File: src/tkdp_pkg.sv
// Package for the top-K dot-product search block: payload structs, field widths,
// mode codes and the handoff structs between the front, multiply-accumulate and rank units.
// No dependencies.
`default_nettype none
package tkdp_pkg;

   localparam int TOP_K_DEF      = 32;
   localparam int VECTOR_DIM_DEF = 256;
   localparam int INDEX_BITS_DEF = 20;

   localparam int MODE_W     = 2;
   localparam int ELEM_IDX_W = 8;
   localparam int ELEM_W     = 16;
   localparam int RANK_W     = 6;
   localparam int CAND_IDX_W = 20;
   localparam int SCORE_W    = 40;
   localparam int PROD_W     = 2 * ELEM_W;
   localparam int IDX_EXT_W  = 24;

   localparam logic [MODE_W-1:0] MODE_LOAD = 2'd0;
   localparam logic [MODE_W-1:0] MODE_CAND = 2'd1;
   localparam logic [MODE_W-1:0] MODE_EMIT = 2'd2;

   localparam logic signed [SCORE_W-1:0] SCORE_MAX = {1'b0, {(SCORE_W-1){1'b1}}};
   localparam logic signed [SCORE_W-1:0] SCORE_MIN = {1'b1, {(SCORE_W-1){1'b0}}};

   typedef struct packed {
      logic [MODE_W-1:0]        mode;
      logic [ELEM_IDX_W-1:0]    element_index;
      logic signed [ELEM_W-1:0] element_value;
      logic                     last_element;
   } req_type;

   typedef struct packed {
      logic [RANK_W-1:0]         rank;
      logic                      slot_filled;
      logic [CAND_IDX_W-1:0]     candidate_index;
      logic signed [SCORE_W-1:0] score;
      logic                      last_result;
   } rsp_type;

   // queued command, already classified
   typedef struct packed {
      logic [MODE_W-1:0]        op;
      logic [ELEM_IDX_W-1:0]    addr;
      logic signed [ELEM_W-1:0] value;
      logic                     last;
      logic                     in_range;
   } cmd_type;

   // back end to rank unit
   typedef struct packed {
      logic                      valid;
      logic                      emit;
      logic signed [SCORE_W-1:0] score;
   } score_type;

endpackage
`default_nettype wire

File: src/tkdp_ram.sv
// Generic single-write, single-read RAM with registered read data.
// No dependencies.
`default_nettype none
module tkdp_ram #(
   parameter int WIDTH = 16,
   parameter int DEPTH = 256
) (
   input  wire logic                     clock,
   input  wire logic                     wr_en,
   input  wire logic [$clog2(DEPTH)-1:0] wr_addr,
   input  wire logic [WIDTH-1:0]         wr_data,
   input  wire logic                     rd_en,
   input  wire logic [$clog2(DEPTH)-1:0] rd_addr,
   output logic      [WIDTH-1:0]         rd_data
);

   logic [WIDTH-1:0] mem_ff [DEPTH];
   logic [WIDTH-1:0] rd_data_ff;

   always_ff @(posedge clock) begin
      if (wr_en) begin
         mem_ff[wr_addr] <= wr_data;
      end
      if (rd_en) begin
         rd_data_ff <= mem_ff[rd_addr];
      end
   end

   assign rd_data = rd_data_ff;

endmodule
`default_nettype wire

File: src/tkdp_mac.sv
// Back end: query store, multiply stage and saturating 40-bit accumulator.
// Depends on tkdp_pkg and tkdp_ram.
`default_nettype none
module tkdp_mac #(
   parameter int VECTOR_DIM = tkdp_pkg::VECTOR_DIM_DEF
) (
   input  wire logic              clock,
   input  wire logic              reset,
   input  wire logic              cmd_valid,
   input  wire tkdp_pkg::cmd_type cmd,
   output logic                   cmd_pop,
   input  wire logic              rank_busy,
   output tkdp_pkg::score_type    ins
);
   import tkdp_pkg::*;

   localparam int AW = $clog2(VECTOR_DIM);

   logic                      wr_en, rd_en;
   logic [AW-1:0]             ram_addr;
   logic [ELEM_W-1:0]         q_rd;
   logic                      pipe_empty;

   logic                      s1_valid_ff;
   logic signed [ELEM_W-1:0]  s1_value_ff;
   logic                      s1_last_ff;
   logic                      s1_in_range_ff;

   logic                      s2_valid_ff;
   logic signed [PROD_W-1:0]  s2_prod_ff, s2_prod_in;
   logic                      s2_last_ff;

   logic signed [SCORE_W-1:0] acc_ff, acc_in;
   logic [SCORE_W:0]          sum;
   logic signed [SCORE_W-1:0] sat;

   assign pipe_empty = !s1_valid_ff && !s2_valid_ff;
   assign cmd_pop    = cmd_valid && !rank_busy && (cmd.op != MODE_EMIT || pipe_empty);
   assign wr_en      = cmd_pop && cmd.op == MODE_LOAD;
   assign rd_en      = cmd_pop && cmd.op == MODE_CAND;
   assign ram_addr   = cmd.addr[AW-1:0];

   tkdp_ram #(
      .WIDTH(ELEM_W),
      .DEPTH(VECTOR_DIM)
   ) u_query (
      .clock  (clock),
      .wr_en  (wr_en),
      .wr_addr(ram_addr),
      .wr_data(cmd.value),
      .rd_en  (rd_en),
      .rd_addr(ram_addr),
      .rd_data(q_rd)
   );

   assign s2_prod_in = s1_in_range_ff ? PROD_W'($signed(q_rd) * s1_value_ff) : '0;

   assign sum = {acc_ff[SCORE_W-1], acc_ff}
              + {{(SCORE_W + 1 - PROD_W){s2_prod_ff[PROD_W-1]}}, s2_prod_ff};

   always_comb begin
      if (sum[SCORE_W] != sum[SCORE_W-1]) begin
         sat = sum[SCORE_W] ? SCORE_MIN : SCORE_MAX;
      end else begin
         sat = sum[SCORE_W-1:0];
      end
   end

   always_comb begin
      acc_in = acc_ff;
      if (s2_valid_ff) begin
         acc_in = s2_last_ff ? '0 : sat;
      end
   end

   assign ins.valid = s2_valid_ff && s2_last_ff;
   assign ins.emit  = cmd_pop && cmd.op == MODE_EMIT;
   assign ins.score = sat;

   always_ff @(posedge clock) begin
      if (reset) begin
         s1_valid_ff <= 1'b0;
         s2_valid_ff <= 1'b0;
         acc_ff      <= '0;
      end else begin
         s1_valid_ff <= rd_en;
         s2_valid_ff <= s1_valid_ff;
         acc_ff      <= acc_in;
      end
   end

   always_ff @(posedge clock) begin
      s1_value_ff    <= cmd.value;
      s1_last_ff     <= cmd.last;
      s1_in_range_ff <= cmd.in_range;
      s2_prod_ff     <= s2_prod_in;
      s2_last_ff     <= s1_last_ff;
   end

endmodule
`default_nettype wire

File: config.mk
export PLATFORM = sky130hd
export DESIGN_NAME = tkdp_mac
export DESIGN_NICKNAME = d
export VERILOG_FILES = /design/src/tkdp_pkg.sv /design/src/tkdp_ram.sv /design/src/tkdp_mac.sv
export SDC_FILE = /design/constraint.sdc
export NUM_CORES = 2
export LEC_CHECK = 0
export CAP_MARGIN = 10
export CORE_UTILIZATION = 28
export DETAILED_ROUTE_END_ITERATION = 10
export DONT_BUFFER_PORTS = 1
export PLACE_DENSITY = 0.39
export SLEW_MARGIN = 20
export SYNTH_ARGS = -nofsm -noshare
export SYNTH_HDL_FRONTEND = slang
export SYNTH_SLANG_ARGS = --single-unit
File: constraint.sdc
create_clock -name clock -period 7.45 [get_ports clock]
set_input_delay 1.49 -clock clock [delete_from_list [all_inputs] [get_ports clock]]
set_output_delay 1.49 -clock clock [all_outputs]
set_load 0.03 [all_outputs]
==> summary.txt <==
Routing
  • Pre-antenna DRT Iters: 7
  • DR iter-0 viols: 7,606
  • Avg Vias per Cell: 4.87
  • WL/cell: 31.8 um
  • Post-Route WL: approximately 540,000 um
  • Final ANT Viol Nets: 0
  • Total number of vias: slightly above 80k
  • DRC: 0

Timing
  • Fin. max-slew vios: 0
  • Final Cycle Share: 93.3%
  • RSZ-0062 raised after global routing: no
  • Slew @ Worst Pin: approximately 1.5 ns
  • Fmax: 0.144 GHz
  • Clk_skew: approximately 0.10 ns
  • Worst rel slew slack: under 10%
  • Post-layout minimum cycle time: 6.95 ns
  • Hold Vio Cnt, Final: 0
  • Fin Setup TNS: 0 ns
  • # setup viols final: 0

Die
  • Die ar.: 617,000 um2
  • Core area: 611,000 um2
  • Num ports: 75
  • Chip height: 785 um
  • Die Width: about 790 um
  • Cell Rows: ~290
  • Initial core utilization: 28.1%

Cells and area
  • Ratio of cells with drive above 1 in the final layout: 30.2%
  • Fill cells: 57.5k
  • Fin util: 32.7%
  • Area growth syn-to-layout: 16.4%
  • Final Net Count: between 8k and 9k

Job
  • Maxcap violations: 0

Synthesis
  • Post-Syn Area: 172,000 um2
  • Synth unique cells: 77
  • Post-synth EDFFs: 4,112
  • Sequential area share after synthesis: around 73%
  • Count of state elements after synthesis: 4,205
  • Net Count, Synth: 8,385
  • Dominant synthesized flop cell: edfxtp_1
  • Synth Area per Inst: 21.6 um2
  • Post-Synthesis Cells: 7,968
  • Post-synthesis async set-or-reset flop share: 0%
  • Syn. warnings: 0

Power and ir drop
  • Leakage: 63.0 nW
  • Maximum vdd drop: 281 uV
  • Pwr Density: 283 nW/um2

Clock tree
  • Clk slew on worst S/H paths: 0.06 ns
  • Hold_buf cts: 0
  • Longest Clk Path Bufs: 4
  • Worst skew pair latency: 1.07 ns
  • Clock tree sinks: 4,205
  • CTS Buf Count: around 470
  • CTS tree: built
  • H-tree level count: 5
  • Root Driver: clkbuf_16

Setup path
  • Crit path max-delay family: adder cells
  • R2R Path Start: u_query.rd_data[6]
  • Slowest-stage cell, CP: edfxtp_1
  • CP required: 8.30 ns
  • Cell Chain, Critical Path: and2_1, fa_1, inv_1, fa_1, fa_1, inv_1, fa_1, fa_1, inv_1, fa_1, inv_1, ha_1, inv_1, o21bai_1, a21o_1, a41oi_1, o31ai_1, nand2_1, a21oi_1, a31oi_1, o21ai_0, o311ai_0
  • CP Data Arrival Time: between 7 and 8 ns
  • Critical path fanouts, max: 16
  • CP Buf/Inv Count: 5
  • CP Capture Type: register
  • Worst Setup Start Kind: register
  • CP max stage delay: 0.93 ns
  • Worst setup path start: u_query.rd_data[6]
  • Cell mode on critical path: fa_1
  • Setup CP Type: register to register

GRT
  • Largest net degree at the start of global routing: 267
  • First-pass GRT wire length: roughly 740,000 um
  • Total GRT Usage: between 10% and 20%
  • Vias in the first global route: 86.5k
  • Initial antenna violation count: 34
  • Grt ovf: 0

Min path
  • Hold Startpoint: s1_last_ff
  • HP Class: register to register

Place
  • IO Port Bufs: 0
  • DP HPWL: about 310,000 um
  • Placer congestion estimate: 0.778

Outcome
  • Status: complete, no violations
==> placed cells by master, fill, tap and decap left out, types with 13 or more instances in the layout <==
| cell type | n |
|---|---|
| a21o_1 | 38 |
| a21oi_1 | 70 |
| a22o_1 | 13 |
| a22oi_1 | 67 |
| a31oi_1 | 13 |
| and2_1 | 133 |
| buf_16 | 26 |
| buf_4 | 384 |
| bufinv_16 | 40 |
| clkbuf_1 | 102 |
| clkbuf_16 | 470 |
| clkinv_1 | 120 |
| clkinv_16 | 14 |
| clkinv_2 | 87 |
| dfxtp_1 | 93 |
| diode_2 | 39 |
| edfxtp_1 | 4112 |
| fa_1 | 263 |
| ha_1 | 122 |
| inv_1 | 298 |
| maj3_1 | 22 |
| mux4_2 | 1301 |
| nand2_1 | 229 |
| nand2b_1 | 19 |
| nand3_1 | 34 |
| nand4_1 | 19 |
| nor2_1 | 122 |
| nor2_2 | 243 |
| nor2_4 | 20 |
| nor2b_1 | 17 |
| nor3_1 | 21 |
| o21ai_0 | 36 |
| o21ai_1 | 45 |
| xnor2_1 | 47 |
| xor2_1 | 22 |
==> layer usage <==
metal / part of all wire (%) / GRT usage, %
met5: 0.0048 / 0
met3: 4.8 / 2.48
met2: 47 / 27.7
met4: 2.4 / 3.87
met1: 46 / 24.7
==> stage by stage <==
stage	instances	instance area (um2)	hold slack, ns	setup slack, ns	total power, mW
5_1_grt	16900	200000	0.342	0.0645	58.8
3_5_place_dp	16100	185000	0.316	0.363	34.3
3_3_place_gp	16100	184000	0.323	0.320	34.2
6_report	17000	200000	0.328	0.503	56.6
4_1_cts	16900	200000	0.330	0.209	57.3
2_1_floorplan	7968	172000	0.310	1.45	32.0
==> path summary, 6_finish.rpt <==
kind	depth (start not counted)	end	slack (ns)
hold / removal	0	s2_last_ff	0.33
setup reg to reg	22	s2_prod_ff[30]	0.50
setup / recovery	22	s2_prod_ff[30]	0.50
hold reg to reg	0	s2_last_ff	0.33
==> synth_stat cells (19+ instances only) <==
cell      instances  area [um2]
nor3_1           26         130
a21oi_1          71         355
xnor2_1          47         412
nor2b_1          19         119
nor2_1          385        1450
dfxtp_1          93        1860
o21ai_1          45         225
buf_2           137         686
maj3_1           22         220
nand2b_1         19         119
mux4_2         1301       29300
o21ai_0          36         180
ha_1            122        1530
a22oi_1          69         518
nand3_1          39         195
nand4_1          19         119
edfxtp_1       4112      123000
inv_1           298        1120
xor2_1           22         193
clkbuf_1        195         732
nand2_1         236         886
and2_1          133         832
fa_1            263        5270
buf_1            50         188
a21o_1           38         285
==> logic make-up after synthesis <==
group	Yosys count	share of synthesized area, %
XOR/XNOR	69	0.352
adder cells (fa/ha/maj)	407	4.08
flip-flops	4205	73.0
AND/OR/NAND/NOR	909	2.38
multiplexers	1314	17.1
buffers and inverters	704	1.69
AO/OA/AOI/OAI	360	1.39
==> sequential cells by signal (all words and copies together) (netlist names) <==
signal / flops
s1_valid_ff: 1
s2_prod_ff: 32
s1_last_ff: 1
s1_in_range_ff: 1
acc_ff: 40
u_query.mem_ff: 4096
u_query.rd_data: 16
s2_last_ff: 1
s1_value_ff: 16
s2_valid_ff: 1
==> cell type report <==
type	count	area [um2]	share of cell area (%)
antenna	39	97.6	0.0488
clock buffer	576	12200	6.10
clock inverter	287	2840	1.42
inverter	300	1130	0.563
multi-input combinational	3059	44400	22.2
sequential	4205	125000	62.7
tap	8092	10100	5.06
timing repair buffer	423	3850	1.93
==> worst register-to-register path, delay by kind of cell, from the launching register on <==
kind	cells	cell delay, ns
buffers and inverters	5	0.36
AO/OA/AOI/OAI	8	1.86
adder cells (fa/ha/maj)	7	3.20
flip-flops	1	0.93
AND/OR/NAND/NOR	2	0.39
==> where the power goes <==
part           internal, mW  switching, mW  total [mW]  leakage (nW)
registers              26.1          0.112        26.2          37.7
logic                  2.98           4.64        7.62          18.0
clock network          13.0           9.78        22.8          7.32
==> timing repair <==
item	in CTS	in global routing
setup endpoints to repair	0	2
setup buffers	0	2
resized for setup	0	1
No activity file was read; power rests on OpenSTA's default activity.
